## src/rtl/core/b128str_pkg.sv

```systemverilog
package b128str_pkg;

  localparam int SigW     = 128;
  localparam int ShiftW   = 7;
  localparam int LzcW     = 8;
  localparam int ExpW     = 18;

  localparam int ExpBiasAdj = 16382;
  localparam int ExpLimit   = 32'h7FFD;
  localparam int SigShift   = 14;
  // leading-zero count that puts the leading one at bit 48 of the high word
  localparam int NormLz     = 15;

  localparam logic [63:0] NanQuietBit       = 64'h0000_8000_0000_0000;
  localparam logic [63:0] NanPayload        = 64'h0000_0DEA_D000_0000;
  localparam logic [63:0] HiddenBit         = 64'h0001_0000_0000_0000;
  localparam logic [63:0] DefaultNanHighRst = 64'h7FFF_8000_0000_0000;
  localparam logic [63:0] DefaultNanLowRst  = 64'h0000_0000_0000_0000;

  typedef enum logic [0:0] {
    CFG_NAN_HIGH = 1'b0,
    CFG_NAN_LOW  = 1'b1
  } cfg_idx_e;

  typedef struct packed {
    logic              sign;
    logic              nan;
    logic [15:0]       exp;
    logic [SigW-1:0]   sig;
    logic [ShiftW-1:0] shamt;
    logic              inexact;
    logic              incr;
  } stage_t;

endpackage

```

## src/rtl/core/b128str_lzc.sv

```systemverilog
module b128str_lzc
  import b128str_pkg::*;
(
  input  logic [SigW-1:0] data_i,
  output logic [LzcW-1:0] count_o
);

  function automatic logic [3:0] lzc8(input logic [7:0] b);
    logic [3:0] n;
    n = 4'd8;
    for (int i = 0; i < 8; i++) begin
      if (b[i]) n = 4'(7 - i);
    end
    return n;
  endfunction

  logic [7:0]  bytes [16];
  logic [15:0] nz;
  logic [4:0]  zero_bytes;
  logic [3:0]  byte_lz;

  for (genvar g = 0; g < 16; g++) begin : g_byte
    assign bytes[g] = data_i[g*8 +: 8];
    assign nz[g]    = |data_i[g*8 +: 8];
  end

  // count whole zero bytes from the top, then finish inside the first nonzero byte
  always_comb begin
    if (nz[15:8] != 8'd0) begin
      zero_bytes = {1'b0, lzc8(nz[15:8])};
    end else begin
      zero_bytes = 5'd8 + {1'b0, lzc8(nz[7:0])};
    end
    byte_lz = lzc8(bytes[~zero_bytes[3:0]]);
    if (zero_bytes[4]) begin
      count_o = 8'd128;
    end else begin
      count_o = {1'b0, zero_bytes[3:0], 3'b000} + {4'b0000, byte_lz};
    end
  end

endmodule

```

## src/rtl/core/b128str_pack.sv

```systemverilog
module b128str_pack
  import b128str_pkg::*;
(
  input  stage_t      stage_i,
  input  logic [63:0] nan_high_i,
  input  logic [63:0] nan_low_i,
  output logic [63:0] result_high_o,
  output logic [63:0] result_low_o
);

  logic [SigW-1:0] sig_sh;
  logic [15:0]     exp_adj;

  always_comb begin
    sig_sh  = stage_i.sig << stage_i.shamt;
    exp_adj = stage_i.exp - {9'd0, stage_i.shamt};
    if (stage_i.nan) begin
      result_high_o = (nan_high_i & ~NanQuietBit) | NanPayload;
      result_low_o  = nan_low_i;
    end else begin
      // significand bits at or above the hidden bit carry into the exponent
      result_high_o = ({exp_adj, 48'd0} + sig_sh[SigW-1:64]) ^ {stage_i.sign, 63'd0};
      result_low_o  = sig_sh[63:0];
    end
  end

endmodule

```

## src/rtl/core/binary128_scaled_trap_result.sv

```systemverilog
// Throughput: one word per cycle when the output is not stalled; two pipeline
// stages (exponent and leading-zero count, then normalize shift and pack) each
// advance whenever the next stage frees.
// Reset: asynchronous, active low; clears both stage valids and loads the default
// NaN registers with their reset values.
module binary128_scaled_trap_result
  import b128str_pkg::*;
(
  input  logic        clk_i,
  input  logic        rst_ni,

  input  logic        cfg_we_i,
  input  logic [0:0]  cfg_index_i,
  input  logic [63:0] cfg_wdata_i,

  input  logic        in_valid_i,
  output logic        in_stall_o,
  input  logic        sign_bit_i,
  input  logic [15:0] raw_exponent_i,
  input  logic [63:0] sig_high_i,
  input  logic [63:0] sig_low_i,
  input  logic        tiny_mark_i,
  input  logic        inexact_mark_i,
  input  logic        incremented_mark_i,
  input  logic [15:0] scale_factor_i,

  output logic        out_valid_o,
  input  logic        out_stall_i,
  output logic [63:0] result_high_o,
  output logic [63:0] result_low_o,
  output logic        inexact_flag_o,
  output logic        incremented_flag_o,
  output logic        tiny_flag_o
);

  logic [63:0] nan_high_q, nan_low_q;

  always_ff @(posedge clk_i or negedge rst_ni) begin
    if (!rst_ni) begin
      nan_high_q <= DefaultNanHighRst;
      nan_low_q  <= DefaultNanLowRst;
    end else if (cfg_we_i) begin
      case (cfg_idx_e'(cfg_index_i))
        CFG_NAN_HIGH: nan_high_q <= cfg_wdata_i;
        CFG_NAN_LOW:  nan_low_q  <= cfg_wdata_i;
        default: ;
      endcase
    end
  end

  // flow control
  logic s1_valid_q, out_valid_q;
  logic s1_ready, out_ready;

  assign out_ready  = !out_valid_q || !out_stall_i;
  assign s1_ready   = !s1_valid_q || out_ready;
  assign in_stall_o = !s1_ready;

  // stage 1: biased exponent, range check, leading-zero count
  logic [ExpW-1:0] exp_full;
  logic            exp_bad;
  logic [SigW-1:0] sig_w;
  logic [LzcW-1:0] lz;
  logic            norm;
  stage_t          s1_d, s1_q;

  always_comb begin
    exp_full = {{2{raw_exponent_i[15]}}, raw_exponent_i}
             + {{2{scale_factor_i[15]}}, scale_factor_i}
             + ExpW'(ExpBiasAdj);
    exp_bad  = exp_full[ExpW-1] || (exp_full[ExpW-2:0] > (ExpW-1)'(ExpLimit));
    sig_w    = {sig_high_i, sig_low_i} >> SigShift;
  end

  b128str_lzc u_lzc (
    .data_i  (sig_w),
    .count_o (lz)
  );

  always_comb begin
    norm          = tiny_mark_i && (sig_w[SigW-1:64] < HiddenBit);
    s1_d.sign     = sign_bit_i;
    s1_d.nan      = exp_bad;
    s1_d.exp      = exp_full[15:0];
    s1_d.sig      = sig_w;
    s1_d.shamt    = norm ? ShiftW'(lz - LzcW'(NormLz)) : '0;
    s1_d.inexact  = inexact_mark_i;
    s1_d.incr     = incremented_mark_i;
  end

  always_ff @(posedge clk_i or negedge rst_ni) begin
    if (!rst_ni) begin
      s1_valid_q <= 1'b0;
    end else if (s1_ready) begin
      s1_valid_q <= in_valid_i;
    end
  end

  always_ff @(posedge clk_i) begin
    if (in_valid_i && s1_ready) begin
      s1_q <= s1_d;
    end
  end

  // stage 2: normalize shift and pack
  logic [63:0] res_high_d, res_low_d;
  logic [63:0] res_high_q, res_low_q;
  logic        inexact_q, incr_q;

  b128str_pack u_pack (
    .stage_i       (s1_q),
    .nan_high_i    (nan_high_q),
    .nan_low_i     (nan_low_q),
    .result_high_o (res_high_d),
    .result_low_o  (res_low_d)
  );

  always_ff @(posedge clk_i or negedge rst_ni) begin
    if (!rst_ni) begin
      out_valid_q <= 1'b0;
    end else if (out_ready) begin
      out_valid_q <= s1_valid_q;
    end
  end

  always_ff @(posedge clk_i) begin
    if (s1_valid_q && out_ready) begin
      res_high_q <= res_high_d;
      res_low_q  <= res_low_d;
      inexact_q  <= s1_q.inexact;
      incr_q     <= s1_q.incr;
    end
  end

  assign out_valid_o        = out_valid_q;
  assign result_high_o      = res_high_q;
  assign result_low_o       = res_low_q;
  assign inexact_flag_o     = inexact_q;
  assign incremented_flag_o = incr_q;
  assign tiny_flag_o        = 1'b0;

endmodule

```

## config.mk

```make
export PLATFORM = sky130hd
export DESIGN_NAME = binary128_scaled_trap_result
export DESIGN_NICKNAME = d
export VERILOG_FILES = /design/src/rtl/core/b128str_pkg.sv /design/src/rtl/core/b128str_lzc.sv /design/src/rtl/core/b128str_pack.sv /design/src/rtl/core/binary128_scaled_trap_result.sv
export SDC_FILE = /design/constraint.sdc
export NUM_CORES = 1
export LEC_CHECK = 0
export BUFFER_PORTS_ARGS = -buffer_cell sky130_fd_sc_hd__clkbuf_2
export CAP_MARGIN = 20
export CORE_ASPECT_RATIO = 1.1
export CORE_UTILIZATION = 50
export CTS_CLUSTER_DIAMETER = 120
export DETAILED_ROUTE_END_ITERATION = 10
export GPL_TIMING_DRIVEN = 0
export PLACE_DENSITY = 0.73
export SYNTH_ARGS = -nofsm -noshare
export SYNTH_HDL_FRONTEND = slang
export SYNTH_SLANG_ARGS = --single-unit
export TNS_END_PERCENT = 30
```

## constraint.sdc

```tcl
create_clock -name clk_i -period 12.85 [get_ports clk_i]
set_clock_uncertainty 0.05 [all_clocks]
set_input_delay 1.9275 -clock clk_i [delete_from_list [all_inputs] [get_ports clk_i]]
set_output_delay 1.9275 -clock clk_i [all_outputs]
set_load 0.05 [all_outputs]
```

==> qor.yml <==
outcome:
  outcome: "completed"
floorplanning:
  die-height_um: 239
  floorplan.initialDensity: 0.507
  design.die.area_mm2: 0.0519
  row_count: 86
  ioPinCount: 367
  coreArea_mm2: 0.0503
  die_w_um: 217
cells_and_area:
  area.growth.synth_to_final_pct: 15.8
  final_cell_mix: "nand2_1, clkbuf_2, edfxtp_1"
  final_common_cell: "nand2_1"
  fin_nets: 3152
  drive_gt1_frac: 0.247
  fillers: 4176
yosys:
  yosysTopAreaCell: "edfxtp_1"
  synthesis.nets: 2751
  synthArstFlopShare: 0.303
  synthTopCellsByArea: "edfxtp_1, dfrtp_1, mux4_2"
  synth_area_mm2: 0.0255
  synth_seq_cells: 389
  synth_cells: 2457
  ys.flop_type: "edfxtp_1"
  synth.distinct_cells: 83
  yosysTopAreaCellShare: 0.319
  synth_seq_area_share: 0.436
  yosys_warnings: 0
  avgSynthCellArea_um2: 10.4
  synth_edf_count: 271
clock_tree:
  cts_tree: "built"
  hold_buffers: 0
  htree_levels: 2
  path_clk_slew_ns: 0.07
  ctsResizeCount: 0
  cts_buffer_depth: 3
  post_cts_buffers: 0
  cts-root-buf: "clkbuf_16"
  cts.sink_count: 389
  worstSkewPairLatency_ns: 0.58
  numCtsBuffers: 38
hold_path:
  hp-class: "reg2reg"
  whs_endpoint: "inexact_flag_o$_DFFE_PP_"
  holdCritStartpoint: "s1_q[1]$_DFFE_PP_"
  holdPathStages: 0
power_and_ir_drop:
  p_leak_nw: 12.3
  power-per-cell-area_mw_per_mm2: 143
  ir_drop_mv: 0.143
setup_path:
  critical_path.startpoint: "s1_q[2]$_SDFFCE_PN0P_"
  crit_path_max_fanout: 10
  crit_type: "reg2reg"
  r2r_end: "result_high_o[63]$_DFFE_PP_"
  r2r_slack_ns: 4.07
  r2r_cells: 25
  worstPathRequired_ns: 13.09
  cp-start-kind: "flip-flop"
  regToRegStartpoint: "s1_q[2]$_SDFFCE_PN0P_"
  endpoint_kind: "flip-flop"
  worst-endpoint-arrival_ns: 9.03
timing:
  hold_ws_ns: 0.375
  grt_setup_unrepaired: "false"
  fmax_mhz: 114
  setup_ws_ns: 4.07
  post-route-min-period_ns: 8.78
  hold_violations: 0
  slew_violations: 0
  relSlewSlack: 0.152
  period_share: 0.684
  finalSetupViolCount: 0
  worst_pin_slew_ns: 1.26
place:
  gp_congestion: 1.02
  portBuffers: 351
  dp_slack_ns: 4.40
  dp_hpwl_um: 86400
routing:
  ant_nets: 0
  drt_pre_antenna_iters: 6
  wl_um: 105000
  drc: 0
  num_vias: 22800
  vias_per_cell: 6.43
  wl_per_cell_um: 29.5
  drt_iter0_markers: 2352
global_route:
  grt_overflow: 0
  grt_max_degree: 81
  grt.total_usage: 0.401
  grt_pass1_vias: 22600
  grt_pass1_wl_um: 149000
  antenna_found_initial: 0
job:
  cap_violations: 0
## layer usage
layer	track usage	part of all wire	vias up
met3	0.0532	0.069	330
li1	-	-	9877
met1	0.464	0.36	11200
met4	0.296	0.080	0
met5	0	0	-
met2	0.680	0.49	1367
## power breakdown
group / switching (mW) / total [mW] / internal [mW]
Combinational: 1.00 / 1.48 / 0.483
Clock: 0.502 / 1.13 / 0.629
Sequential: 0.0841 / 1.62 / 1.53
## synthesized netlist by cell type (all sizes together), types with 24 or more instances
cell type	instances
inv	85
nand2	396
ha	57
o21ai	229
nor2	223
mux2	141
mux4	105
mux2i	162
a22o	33
clkbuf	127
nand3	34
a21oi	102
nor3	24
dfrtp	103
a211oi	27
edfxtp	271
buf	44
xnor2	34
## worst max-delay path by stage
stage / to / cells past startpoint
final: result_high_o[63]$_DFFE_PP_ / 25
after CTS: result_high_o[63]$_DFFE_PP_ / 25
after detailed placement: result_high_o[63]$_DFFE_PP_ / 25
after floorplan: incremented_flag_o$_DFFE_PP_ / 1
after global placement: incremented_flag_o$_DFFE_PP_ / 2
after global routing: result_high_o[63]$_DFFE_PP_ / 25
## final cells by class
cell class                 count  area, um2  share of cell area
antenna                        1       2.50           0.0000848
multi-input combinational   1810      13400               0.453
sequential                   389      11100               0.377
clock inverter                25        235             0.00797
timing repair buffer         361       1940              0.0658
buffer                       171        701              0.0237
inverter                      87        327              0.0111
clock buffer                  44       1000              0.0341
tap                          660        826              0.0280
## cell families (layout without fill, tap and decap cells)
family | after synthesis | after routing | synth area share
xor+xnor | 41 | 41 | 0.0141
simple gates | 771 | 771 | 0.131
flops | 389 | 389 | 0.436
compound gates | 529 | 529 | 0.129
other cells | 1 | 2 | 0.000147
buf+inv | 258 | 688 | 0.0403
mux | 408 | 408 | 0.219
fa+ha+maj | 60 | 60 | 0.0303
## metrics by stage
step / utilization / TNS (ns) / cell area (um2) / power (mW) / instances
global placement: 0.558 / -301.43 / 28100 / 3.05 / 3468
finish: 0.587 / 0 / 29500 / 4.23 / 3548
detailed placement: 0.562 / 0 / 28200 / 3.07 / 3475
CTS: 0.587 / 0 / 29500 / 4.19 / 3544
global route: 0.587 / 0 / 29500 / 4.36 / 3547
floorplan: - / 0 / 25500 / 2.58 / 2457
## sequential cells by signal (all words and copies together) (netlist names), 52 cells and up
signal	flops
nan_high_q	52
result_low_o	64
result_high_o	64
s1_q	141
nan_low_q	64
## critical path, stage by stage, from the launching register on
cell       delay (ns)
edfxtp_1         0.55
clkbuf_1         0.23
buf_1            0.81
buf_1            0.68
clkbuf_1         0.86
mux2_2           0.42
o21ai_0          0.29
o21ai_0          0.21
o21ai_0          0.37
o22a_1           0.42
nand2_1          0.09
o21ai_0          0.38
mux2i_1          0.28
ha_1             0.36
a21o_1           0.16
a21oi_1          0.23
o21bai_1         0.11
a21oi_1          0.23
o21bai_1         0.09
a21o_1           0.20
a21oi_1          0.19
o21ai_0          0.18
o41ai_1          0.49
o2111ai_1        0.26
xnor2_1          0.25
o21ai_0          0.10
Note: power is estimated with default switching activity, not from simulation.
